==> config.mk <==
export PLATFORM = sky130hd
export DESIGN_NAME = hid_input_report_builder
export DESIGN_NICKNAME = d
export VERILOG_FILES = /design/src/hw/rtl/hirb_pkg.sv /design/src/hw/rtl/hirb_front.sv /design/src/hw/rtl/hirb_queue.sv /design/src/hw/rtl/hirb_back.sv /design/src/hw/rtl/hid_input_report_builder.sv
export SDC_FILE = /design/constraint.sdc
export NUM_CORES = 1
export LEC_CHECK = 0
export BUFFER_PORTS_ARGS = -buffer_cell sky130_fd_sc_hd__buf_2
export CORE_ASPECT_RATIO = 1.75
export CORE_UTILIZATION = 45
export CTS_CLUSTER_DIAMETER = 30
export DETAILED_ROUTE_END_ITERATION = 10
export HOLD_SLACK_MARGIN = 0.12
export PLACE_DENSITY = 0.66
export SYNTH_ARGS = -nofsm -noshare
export SYNTH_HDL_FRONTEND = slang
export SYNTH_SLANG_ARGS = --single-unit
==> constraint.sdc <==
create_clock -name i_clk -period 23.2 [get_ports i_clk]
set_clock_uncertainty 0.1 [all_clocks]
set_input_delay 4.64 -clock i_clk [delete_from_list [all_inputs] [get_ports i_clk]]
set_output_delay 4.64 -clock i_clk [all_outputs]
set_load 0.05 [all_outputs]
==> src/hw/rtl/hirb_pkg.sv <==
// ----------------------------------------------------------------------------
// hirb_pkg
// Shared codes, request and report types for the HID input report builder.
// ----------------------------------------------------------------------------
package hirb_pkg;

    // event commands
    localparam logic [3:0] CMD_KEY_DN   = 4'd0;
    localparam logic [3:0] CMD_KEY_UP   = 4'd1;
    localparam logic [3:0] CMD_REL_MOVE = 4'd2;
    localparam logic [3:0] CMD_ABS_MOVE = 4'd3;
    localparam logic [3:0] CMD_BTN_DN   = 4'd4;
    localparam logic [3:0] CMD_BTN_UP   = 4'd5;
    localparam logic [3:0] CMD_ABTN_DN  = 4'd6;
    localparam logic [3:0] CMD_ABTN_UP  = 4'd7;
    localparam logic [3:0] CMD_WHEEL    = 4'd8;
    localparam logic [3:0] CMD_REL_ALL  = 4'd9;

    // report kinds, in the order release-all emits them
    localparam logic [1:0] KIND_KBD   = 2'd0;
    localparam logic [1:0] KIND_MOUSE = 2'd1;
    localparam logic [1:0] KIND_ABS   = 2'd2;
    localparam logic [1:0] KIND_NONE  = 2'd3;

    localparam logic [1:0] STAT_OK          = 2'd0;
    localparam logic [1:0] STAT_LINK_DOWN   = 2'd1;
    localparam logic [1:0] STAT_UNSUPPORTED = 2'd2;

    localparam logic [2:0] BTN_LEFT   = 3'b001;
    localparam logic [2:0] BTN_RIGHT  = 3'b010;
    localparam logic [2:0] BTN_MIDDLE = 3'b100;

    localparam logic [15:0] ABS_MAX_RESET = 16'd32767;
    localparam logic [15:0] POS_RESET     = ABS_MAX_RESET / 16'd2;

    localparam int PACKED_SLOTS = 6;
    localparam int IN_DATA_W    = 112;
    localparam int OUT_DATA_W   = 128;

    typedef enum logic [3:0] {
        OP_ERR      = 4'd0,
        OP_KEY_DN   = 4'd1,
        OP_KEY_UP   = 4'd2,
        OP_REL_MOVE = 4'd3,
        OP_ABS_MOVE = 4'd4,
        OP_BTN_DN   = 4'd5,
        OP_BTN_UP   = 4'd6,
        OP_ABTN_DN  = 4'd7,
        OP_ABTN_UP  = 4'd8,
        OP_WHEEL    = 4'd9,
        OP_REL_ALL  = 4'd10
    } t_op_kind;

    // classified request, front end to back end
    typedef struct packed {
        t_op_kind    kind;
        logic [1:0]  status;
        logic [7:0]  usage;
        logic [7:0]  mods;
        logic [2:0]  btn;
        logic [7:0]  mx;
        logic [7:0]  my;
        logic [7:0]  wh;
        logic [7:0]  pn;
        logic [15:0] px;
        logic [15:0] py;
    } t_op;

    typedef struct packed {
        logic [1:0]  kind;
        logic        last;
        logic [1:0]  status;
        logic [7:0]  mod_bits;
        logic [47:0] keys;
        logic [2:0]  button;
        logic [7:0]  mx;
        logic [7:0]  my;
        logic [7:0]  wh;
        logic [7:0]  pn;
        logic [15:0] px;
        logic [15:0] py;
    } t_res;

    typedef enum logic [1:0] {
        ST_IDLE = 2'b01,
        ST_EMIT = 2'b10
    } t_back_state;

endpackage

==> src/hw/rtl/hirb_front.sv <==
// ----------------------------------------------------------------------------
// hirb_front
// Accepts input events and classifies them into back-end requests.
// ----------------------------------------------------------------------------
module hirb_front
    import hirb_pkg::*;
(
    input  logic                 i_valid,
    output logic                 o_ready,
    input  logic [3:0]           i_cmd,
    input  logic [IN_DATA_W-1:0] i_data,
    input  logic [15:0]          i_abs_max,
    input  logic                 i_q_full,
    output logic                 o_push,
    output t_op                  o_op
);

    logic [7:0]  w_usage;
    logic [7:0]  w_mods;
    logic [7:0]  w_btn_num;
    logic [15:0] w_dx;
    logic [15:0] w_dy;
    logic [15:0] w_tx;
    logic [15:0] w_ty;
    logic [7:0]  w_sv;
    logic [7:0]  w_sh;
    logic        w_link;
    t_op         w_op;

    function automatic logic [2:0] map_button(input logic [7:0] b);
        logic [2:0] m;
        m = BTN_LEFT;
        if (b == 8'd1) begin
            m = BTN_MIDDLE;
        end else if (b == 8'd2) begin
            m = BTN_RIGHT;
        end
        return m;
    endfunction

    function automatic logic [7:0] sat_move(input logic signed [15:0] v);
        logic [7:0] s;
        s = v[7:0];
        if (v > 16'sd127) begin
            s = 8'd127;
        end else if (v < -16'sd127) begin
            s = 8'h81;
        end
        return s;
    endfunction

    function automatic logic [15:0] clamp_pos(input logic [15:0] v, input logic [15:0] lim);
        return (v > lim) ? lim : v;
    endfunction

    assign w_usage   = i_data[7:0];
    assign w_mods    = i_data[15:8];
    assign w_btn_num = i_data[23:16];
    assign w_dx      = i_data[39:24];
    assign w_dy      = i_data[55:40];
    assign w_tx      = i_data[71:56];
    assign w_ty      = i_data[87:72];
    assign w_sv      = i_data[95:88];
    assign w_sh      = i_data[103:96];
    assign w_link    = i_data[104];

    always_comb begin
        w_op        = '0;
        w_op.kind   = OP_ERR;
        w_op.status = STAT_OK;
        w_op.usage  = w_usage;
        w_op.mods   = w_mods;
        w_op.btn    = map_button(w_btn_num);
        if (!w_link) begin
            w_op.status = STAT_LINK_DOWN;
        end else begin
            unique case (i_cmd)
                CMD_KEY_DN:   w_op.kind = OP_KEY_DN;
                CMD_KEY_UP:   w_op.kind = OP_KEY_UP;
                CMD_REL_MOVE: begin
                    w_op.kind = OP_REL_MOVE;
                    w_op.mx   = sat_move(w_dx);
                    w_op.my   = sat_move(w_dy);
                end
                CMD_ABS_MOVE: begin
                    w_op.kind = OP_ABS_MOVE;
                    w_op.px   = clamp_pos(w_tx, i_abs_max);
                    w_op.py   = clamp_pos(w_ty, i_abs_max);
                end
                CMD_BTN_DN:   w_op.kind = OP_BTN_DN;
                CMD_BTN_UP:   w_op.kind = OP_BTN_UP;
                CMD_ABTN_DN:  w_op.kind = OP_ABTN_DN;
                CMD_ABTN_UP:  w_op.kind = OP_ABTN_UP;
                CMD_WHEEL: begin
                    w_op.kind = OP_WHEEL;
                    w_op.wh   = w_sv;
                    w_op.pn   = w_sh;
                end
                CMD_REL_ALL:  w_op.kind = OP_REL_ALL;
                default:      w_op.status = STAT_UNSUPPORTED;
            endcase
        end
    end

    assign o_ready = !i_q_full;
    assign o_push  = i_valid && !i_q_full;
    assign o_op    = w_op;

endmodule

==> src/hw/rtl/hirb_queue.sv <==
// ----------------------------------------------------------------------------
// hirb_queue
// Short request FIFO between front end and back end.
// ----------------------------------------------------------------------------
module hirb_queue
    import hirb_pkg::*;
#(
    parameter int DEPTH = 2
) (
    input  logic i_clk,
    input  logic i_rst_n,
    input  logic i_push,
    input  t_op  i_op,
    output logic o_full,
    input  logic i_pop,
    output logic o_empty,
    output t_op  o_op
);

    localparam int AW = $clog2(DEPTH);
    localparam int CW = $clog2(DEPTH + 1);

    t_op           r_mem [DEPTH];
    logic [AW-1:0] r_wr;
    logic [AW-1:0] r_rd;
    logic [CW-1:0] r_cnt;
    logic [AW-1:0] n_wr;
    logic [AW-1:0] n_rd;

    assign n_wr = (r_wr == AW'(DEPTH - 1)) ? '0 : r_wr + 1'b1;
    assign n_rd = (r_rd == AW'(DEPTH - 1)) ? '0 : r_rd + 1'b1;

    always_ff @(posedge i_clk) begin
        if (!i_rst_n) begin
            r_wr  <= '0;
            r_rd  <= '0;
            r_cnt <= '0;
        end else begin
            if (i_push) begin
                r_wr <= n_wr;
            end
            if (i_pop) begin
                r_rd <= n_rd;
            end
            if (i_push && !i_pop) begin
                r_cnt <= r_cnt + 1'b1;
            end else if (i_pop && !i_push) begin
                r_cnt <= r_cnt - 1'b1;
            end
        end
    end

    always_ff @(posedge i_clk) begin
        if (i_push) begin
            r_mem[r_wr] <= i_op;
        end
    end

    assign o_full  = (r_cnt == CW'(DEPTH));
    assign o_empty = (r_cnt == '0);
    assign o_op    = r_mem[r_rd];

endmodule

==> src/hw/rtl/hirb_back.sv <==
// ----------------------------------------------------------------------------
// hirb_back
// Applies requests to the report state and emits report items.
// ----------------------------------------------------------------------------
module hirb_back
    import hirb_pkg::*;
#(
    parameter int KEY_SLOTS = 6
) (
    input  logic i_clk,
    input  logic i_rst_n,
    input  logic i_empty,
    input  t_op  i_op,
    output logic o_pop,
    output logic o_valid,
    input  logic i_ready,
    output t_res o_res
);

    localparam int CW = $clog2(KEY_SLOTS + 1);
    localparam int PK = (KEY_SLOTS < PACKED_SLOTS) ? KEY_SLOTS : PACKED_SLOTS;

    t_back_state   r_state;
    t_op           r_op;
    logic [1:0]    r_sub;
    logic [7:0]    r_slots [KEY_SLOTS];
    logic [CW-1:0] r_count;
    logic [7:0]    r_mods;
    logic [2:0]    r_rel_btn;
    logic [2:0]    r_abs_btn;
    logic [15:0]   r_px;
    logic [15:0]   r_py;
    logic          r_out_valid;
    t_res          r_out;

    logic [7:0]    n_slots [KEY_SLOTS];
    logic [CW-1:0] n_count;
    logic [7:0]    n_mods;
    logic [2:0]    n_rel_btn;
    logic [2:0]    n_abs_btn;
    logic [15:0]   n_px;
    logic [15:0]   n_py;

    logic [7:0]    w_shift [KEY_SLOTS];
    logic [KEY_SLOTS-1:0] w_hit;
    logic [KEY_SLOTS-1:0] w_after;
    logic          w_held;
    logic          w_run;
    logic          w_out_free;
    logic          w_emit;
    logic [1:0]    w_kind;
    logic          w_last;
    t_res          w_res;

    // key list lookup, only occupied slots
    always_comb begin
        w_run = 1'b0;
        for (int i = 0; i < KEY_SLOTS; i++) begin
            w_hit[i] = (CW'(i) < r_count) && (r_slots[i] == i_op.usage);
        end
        for (int j = 0; j < KEY_SLOTS; j++) begin
            w_run      = w_run | w_hit[j];
            w_after[j] = w_run;
        end
        for (int j = 0; j < KEY_SLOTS - 1; j++) begin
            w_shift[j] = r_slots[j + 1];
        end
        w_shift[KEY_SLOTS-1] = '0;
    end

    assign w_held = |w_hit;

    always_comb begin
        n_slots   = r_slots;
        n_count   = r_count;
        n_mods    = r_mods;
        n_rel_btn = r_rel_btn;
        n_abs_btn = r_abs_btn;
        n_px      = r_px;
        n_py      = r_py;
        case (i_op.kind)
            OP_KEY_DN: begin
                if (i_op.mods != 8'd0) begin
                    n_mods = r_mods | i_op.mods;
                end else if (i_op.usage != 8'd0 && !w_held && r_count < CW'(KEY_SLOTS)) begin
                    for (int i = 0; i < KEY_SLOTS; i++) begin
                        if (CW'(i) == r_count) begin
                            n_slots[i] = i_op.usage;
                        end
                    end
                    n_count = r_count + 1'b1;
                end
            end
            OP_KEY_UP: begin
                if (i_op.mods != 8'd0) begin
                    n_mods = r_mods & ~i_op.mods;
                end else if (i_op.usage != 8'd0 && w_held) begin
                    // close the gap: slots from the match on move down by one
                    for (int j = 0; j < KEY_SLOTS; j++) begin
                        if (w_after[j]) begin
                            n_slots[j] = w_shift[j];
                        end
                    end
                    n_count = r_count - 1'b1;
                end
            end
            OP_ABS_MOVE: begin
                n_px = i_op.px;
                n_py = i_op.py;
            end
            OP_BTN_DN:  n_rel_btn = r_rel_btn | i_op.btn;
            OP_BTN_UP:  n_rel_btn = r_rel_btn & ~i_op.btn;
            OP_ABTN_DN: n_abs_btn = r_abs_btn | i_op.btn;
            OP_ABTN_UP: n_abs_btn = r_abs_btn & ~i_op.btn;
            OP_REL_ALL: begin
                for (int i = 0; i < KEY_SLOTS; i++) begin
                    n_slots[i] = '0;
                end
                n_count   = '0;
                n_mods    = '0;
                n_rel_btn = '0;
                n_abs_btn = '0;
            end
            default: begin
            end
        endcase
    end

    assign o_pop      = (r_state == ST_IDLE) && !i_empty;
    assign w_out_free = !r_out_valid || i_ready;
    assign w_emit     = (r_state == ST_EMIT) && w_out_free;

    // report built from the already updated state
    always_comb begin
        w_kind = KIND_NONE;
        w_last = 1'b1;
        case (r_op.kind) inside
            OP_KEY_DN, OP_KEY_UP:                      w_kind = KIND_KBD;
            OP_REL_MOVE, OP_BTN_DN, OP_BTN_UP, OP_WHEEL: w_kind = KIND_MOUSE;
            OP_ABS_MOVE, OP_ABTN_DN, OP_ABTN_UP:       w_kind = KIND_ABS;
            OP_REL_ALL: begin
                // keyboard, mouse, pointer: the step count follows the kind codes
                w_kind = r_sub;
                w_last = (r_sub == KIND_ABS);
            end
            default:                                   w_kind = KIND_NONE;
        endcase
    end

    always_comb begin
        w_res      = '0;
        w_res.kind = w_kind;
        w_res.last = w_last;
        unique case (w_kind)
            KIND_KBD: begin
                w_res.mod_bits = r_mods;
                for (int i = 0; i < PK; i++) begin
                    w_res.keys[8*i +: 8] = r_slots[i];
                end
            end
            KIND_MOUSE: begin
                w_res.button = r_rel_btn;
                w_res.mx     = r_op.mx;
                w_res.my     = r_op.my;
                w_res.wh     = r_op.wh;
                w_res.pn     = r_op.pn;
            end
            KIND_ABS: begin
                w_res.button = r_abs_btn;
                w_res.px     = r_px;
                w_res.py     = r_py;
            end
            default: w_res.status = r_op.status;
        endcase
    end

    always_ff @(posedge i_clk) begin
        if (!i_rst_n) begin
            r_state     <= ST_IDLE;
            r_sub       <= '0;
            r_out_valid <= 1'b0;
            r_count     <= '0;
            r_mods      <= '0;
            r_rel_btn   <= '0;
            r_abs_btn   <= '0;
            r_px        <= POS_RESET;
            r_py        <= POS_RESET;
            for (int i = 0; i < KEY_SLOTS; i++) begin
                r_slots[i] <= '0;
            end
        end else begin
            if (w_emit) begin
                r_out_valid <= 1'b1;
            end else if (i_ready) begin
                r_out_valid <= 1'b0;
            end
            unique case (r_state)
                ST_IDLE: begin
                    if (o_pop) begin
                        r_slots   <= n_slots;
                        r_count   <= n_count;
                        r_mods    <= n_mods;
                        r_rel_btn <= n_rel_btn;
                        r_abs_btn <= n_abs_btn;
                        r_px      <= n_px;
                        r_py      <= n_py;
                        r_sub     <= '0;
                        r_state   <= ST_EMIT;
                    end
                end
                ST_EMIT: begin
                    if (w_emit) begin
                        r_sub <= r_sub + 1'b1;
                        if (w_last) begin
                            r_state <= ST_IDLE;
                        end
                    end
                end
                default: r_state <= ST_IDLE;
            endcase
        end
    end

    always_ff @(posedge i_clk) begin
        if (o_pop) begin
            r_op <= i_op;
        end
        if (w_emit) begin
            r_out <= w_res;
        end
    end

    assign o_valid = r_out_valid;
    assign o_res   = r_out;

endmodule

==> src/hw/rtl/hid_input_report_builder.sv <==
// ----------------------------------------------------------------------------
// hid_input_report_builder
// Keyboard, relative-mouse and absolute-pointer HID report state and builder.
// ----------------------------------------------------------------------------
//  channel   | ports            | payload
//  ----------+------------------+-----------------------------------------------
//  event in  | i_s_axis_*       | tuser cmd, tdata event fields
//  report out| o_m_axis_*       | tuser report kind, tdata report, tlast last
//  config    | psel/penable/... | abs_max at byte address 0
//
//  In the back end a request is a state update followed by one report,
//  release-all a state update followed by three reports; the front end
//  enqueues one request a cycle while the request queue has room.
//  Reset is synchronous: abs_max returns to 32767, pointer to 16383, rest clear.
//  A stalled report holds in the output register while the queue keeps filling.
// ----------------------------------------------------------------------------
module hid_input_report_builder
    import hirb_pkg::*;
#(
    parameter int KEY_SLOTS   = 6,
    parameter int QUEUE_DEPTH = 2
) (
    input  logic                  i_clk,
    input  logic                  i_rst_n,
    input  logic                  i_s_axis_tvalid,
    output logic                  o_s_axis_tready,
    // key_usage, mod_mask, button_number, rel_dx, rel_dy, target_x, target_y,
    // scroll_v, scroll_h, link_up, zero pad
    input  logic [IN_DATA_W-1:0]  i_s_axis_tdata,
    // cmd
    input  logic [3:0]            i_s_axis_tuser,
    output logic                  o_m_axis_tvalid,
    input  logic                  i_m_axis_tready,
    // status, mod_bits, keys_packed, button_bits, move_x, move_y, wheel_out,
    // pan_out, pos_x, pos_y, zero pad
    output logic [OUT_DATA_W-1:0] o_m_axis_tdata,
    // report_kind
    output logic [1:0]            o_m_axis_tuser,
    output logic                  o_m_axis_tlast,
    input  logic                  psel,
    input  logic                  penable,
    input  logic                  pwrite,
    input  logic [2:0]            paddr,
    input  logic [31:0]           pwdata,
    output logic [31:0]           prdata,
    output logic                  pready
);

    localparam logic REG_ABS_MAX = 1'b0;

    logic [15:0] r_abs_max;
    logic        w_push;
    logic        w_pop;
    logic        w_full;
    logic        w_empty;
    t_op         w_front_op;
    t_op         w_back_op;
    t_res        w_res;

    always_ff @(posedge i_clk) begin
        if (!i_rst_n) begin
            r_abs_max <= ABS_MAX_RESET;
        end else if (psel && penable && pwrite && pready && paddr[2] == REG_ABS_MAX) begin
            r_abs_max <= pwdata[15:0];
        end
    end

    assign pready = 1'b1;
    assign prdata = (paddr[2] == REG_ABS_MAX) ? {16'd0, r_abs_max} : 32'd0;

    hirb_front u_front (
        .i_valid   (i_s_axis_tvalid),
        .o_ready   (o_s_axis_tready),
        .i_cmd     (i_s_axis_tuser),
        .i_data    (i_s_axis_tdata),
        .i_abs_max (r_abs_max),
        .i_q_full  (w_full),
        .o_push    (w_push),
        .o_op      (w_front_op)
    );

    hirb_queue #(
        .DEPTH (QUEUE_DEPTH)
    ) u_queue (
        .i_clk   (i_clk),
        .i_rst_n (i_rst_n),
        .i_push  (w_push),
        .i_op    (w_front_op),
        .o_full  (w_full),
        .i_pop   (w_pop),
        .o_empty (w_empty),
        .o_op    (w_back_op)
    );

    hirb_back #(
        .KEY_SLOTS (KEY_SLOTS)
    ) u_back (
        .i_clk   (i_clk),
        .i_rst_n (i_rst_n),
        .i_empty (w_empty),
        .i_op    (w_back_op),
        .o_pop   (w_pop),
        .o_valid (o_m_axis_tvalid),
        .i_ready (i_m_axis_tready),
        .o_res   (w_res)
    );

    assign o_m_axis_tuser = w_res.kind;
    assign o_m_axis_tlast = w_res.last;
    assign o_m_axis_tdata = {3'd0, w_res.py, w_res.px, w_res.pn, w_res.wh, w_res.my,
                             w_res.mx, w_res.button, w_res.keys, w_res.mod_bits,
                             w_res.status};

endmodule

==> summary.md <==
| Metric | Value |
|---|---|
| Crit path time final | 9970 ps |
| Maximum fanout along the worst path | 18 |
| Routed WL | 50600 um |
| Via density | 5.26 |
| Post-synthesis cell type count | 62 |
| Power Density | 111 nW/um2 |
| Leak pwr | 10.0 nW |
| Capture point of the worst reg-to-reg path | u_back.r_slots[5] |
| Fill cells | 3826 |
| Reg2Reg Setup Slack | 19340 ps |
| Kind of end point of the critical path | output pin |
| Syn-to-layout area delta | 19.4% |
| F_max | 100 MHz |
| First-pass GRT wire length | 76500 um |
| Die H | 286 um |
| Final net count | 2139 |
| I/O Buffers | 278 |
| Ys flop type | edfxtp_1 |
| Final HPWL DP | 36000 um |
| Final period utilization | 0.430 |
| Synth area leaders | edfxtp_1 50%, dfxtp_1 12%, mux2i_1 5.9% |
| Max clock buf depth | 3 |
| Synth cell count leaders | 344 x edfxtp_1, 189 x nand2_1, 153 x and2_1 |
| RSZ-0062 raised after global routing | no |
| Die area | 46800 um2 |
| Clk_lat worst skew | 600 ps |
| Post-CTS Hold Fix Bufs | 0 |
| Placeable Area | 45200 um2 |
| CTS sink cnt | 467 |
| Max-cap violations | 0 |
| GRT Residual Overflow | 0 |
| Rel. slew slack | 0.214 |
| Post-CTS Setup Inserts | 0 |
| Final WS setup | 13230 ps |
| DRC | 0 |
| Finish-stage setup viols | 0 |
| Root buffer cell | clkbuf_16 |
| Initial core utilization | 0.457 |
| Slew at the pin with the worst max-slew slack | 1180 ps |
| Slew Limit Fails | 0 |
| Maximum vdd ir drop | 63.5 uV |
| TNS Setup | 0 ps |
| R2R cell count | 8 |
| Post-Layout Cell Count | 2568 |
| Resized cells post-CTS | 0 |
| Vias in the first global route | 13900 |
| Crit path kind | in2out |
| Run status | completed |
| Vias | 13500 |
| Synth area leader | edfxtp_1 |
| Post-route ant nets | 0 |
| CP Data Arrival Time | 5230 ps |
| Cells after synthesis | 1660 |
| Largest net degree at the start of global routing | 111 |
| CTS buffer count | 61 |
| Pre-antenna DRT Iters | 5 |
| Synth top area share | 0.500 |
| Worst hold path type | reg2reg |
| CP Launch Type | input pin |
| CTS clk-pin slew, worst paths | 60 ps |
| Wire length per cell | 19.7 um |
| WHS Endpoint | u_back.r_px[1] |
| Total GRT Usage | 0.217 |
| Sequential fraction of the synthesis area | 0.619 |
| Final design utilization | 0.546 |
| Number of flops mapped to enable cells by yosys | 344 |
| Post-Syn Area | 20700 um2 |
| TritonCTS clock tree | yes |
| HP Start | u_back.r_px[1] |
| Placed Instances | 2450 |
| Die span in x | 164 um |
| Worst Path Required | 18460 ps |
| Boundary pin count | 324 |
| Final hold vios | 0 |
| RD Place Congestion | 0.944 |
| Synth warnings | 0 |
| Htree depth | 2 |
| Hold Path Cell Cnt | 2 |
| Initial antenna violation count | 2 |
| Async SR Flop Fraction | 0 |
| Drt initial violations | 809 |
| Share of layout cells above drive strength 1 | 0.238 |
| Post-synthesis register bit count | 467 |
| Setup Slack @ Placement | 13250 ps |
| Count leader, synth | edfxtp_1 |
| Syn Area/Cell | 12.5 um2 |
| Num rows | 103 |
==> registers in the layout, indices dropped and copies added, names as in the netlist, named ones only <==
signal,count
u_back.r_abs_btn,3
u_back.r_rel_btn,3
r_abs_max,16
u_back.r_py,16
u_back.r_count,3
u_back.r_mods,8
u_back.r_slots,48
u_back.o_valid,1
u_back.r_state,2
u_queue.r_wr,1
u_queue.r_mem,178
u_back.o_res,128
u_queue.r_cnt,2
u_back.r_px,16
u_back.r_sub,2
u_back.r_op,38
u_queue.r_rd,1
==> worst max-delay path by stage <==
stage | slack [ps] | depth (start not counted) | to | start
3_5_place_dp | 13250 | 3 | prdata[0] | paddr[2]
6_report | 13230 | 3 | prdata[0] | paddr[2]
3_3_place_gp | 13240 | 3 | prdata[0] | paddr[2]
4_1_cts | 13240 | 3 | prdata[0] | paddr[2]
2_1_floorplan | 12020 | 2 | u_back.o_res[0] | i_m_axis_tready
5_1_grt | 13200 | 3 | prdata[8] | paddr[2]
==> cell type report <==
cell class              instances  area, um2  share of cell area
diodes                          2       5.00            0.000203
multi-input cells            1083       7390               0.299
clock buffers                  72       1660              0.0672
flip-flops and latches        467      12800               0.518
repair buffers                291       1490              0.0604
clock inverters                44        504              0.0204
well taps                     577        722              0.0292
inverters                      32        120             0.00487
==> layer usage <==
metal	up-vias	global-route usage	wire length, um
met5	-	0	11
met4	2	0.136	3230
met3	142	0.0377	2520
met2	422	0.427	28300
met1	6463	0.200	16600
li1	6490	-	-
==> logic make-up (layout without fill, tap and decap cells) <==
kind of cell | count (synthesis) | count (layout) | share of synthesized area
adders and majority gates | 45 | 45 | 0.0272
muxes | 171 | 171 | 0.0903
AOI/OAI and AO/OA | 215 | 215 | 0.0691
DFF | 467 | 467 | 0.619
other | 2 | 22 | 0.000363
and+or+nand+nor | 579 | 579 | 0.143
xor gates and xnor gates | 53 | 53 | 0.0225
buffers and inverters | 128 | 439 | 0.0286
==> worst max-delay path: stages <==
cell	delay, ps
buf_2	190
nor2b_1	130
buf_2	270
==> placed cells by master, fill, tap and decap left out, types with 5 or more instances in the layout <==
cell type / n
o211ai_1: 44
o21ai_0: 82
nand4_1: 13
buf_4: 14
clkbuf_8: 7
mux2i_1: 122
and3_1: 43
xor2_1: 24
nand2_1: 189
nor3_1: 12
nor4_1: 16
and2_1: 153
a31oi_1: 5
nor2_1: 86
nand2b_1: 8
o21ai_4: 5
dfxtp_1: 122
mux2_2: 40
a21o_1: 10
nor2b_1: 18
clkinv_8: 5
ha_1: 45
mux2i_4: 8
a21oi_1: 18
inv_8: 8
a21boi_0: 10
inv_6: 16
a21boi_1: 6
clkbuf_16: 62
xnor2_1: 29
nand3_1: 13
edfxtp_1: 344
buf_2: 277
conb_1: 20
o21a_1: 9
inv_1: 30
==> power by group <==
group | total [mW] | internal (mW) | switching [mW]
combinational | 0.641 | 0.206 | 0.434
clock | 0.967 | 0.575 | 0.393
sequential | 1.12 | 1.06 | 0.0643
==> per-stage QoR <==
stage	hold WS [ps]	instance area [um2]	power [mW]
2_1_floorplan	346	20700	1.62
4_1_cts	380	24700	2.76
3_5_place_dp	365	22500	1.79
5_1_grt	399	24700	2.85
3_3_place_gp	355	22500	1.77
6_report	374	24700	2.73
Note: power is estimated with default switching activity, not from simulation.
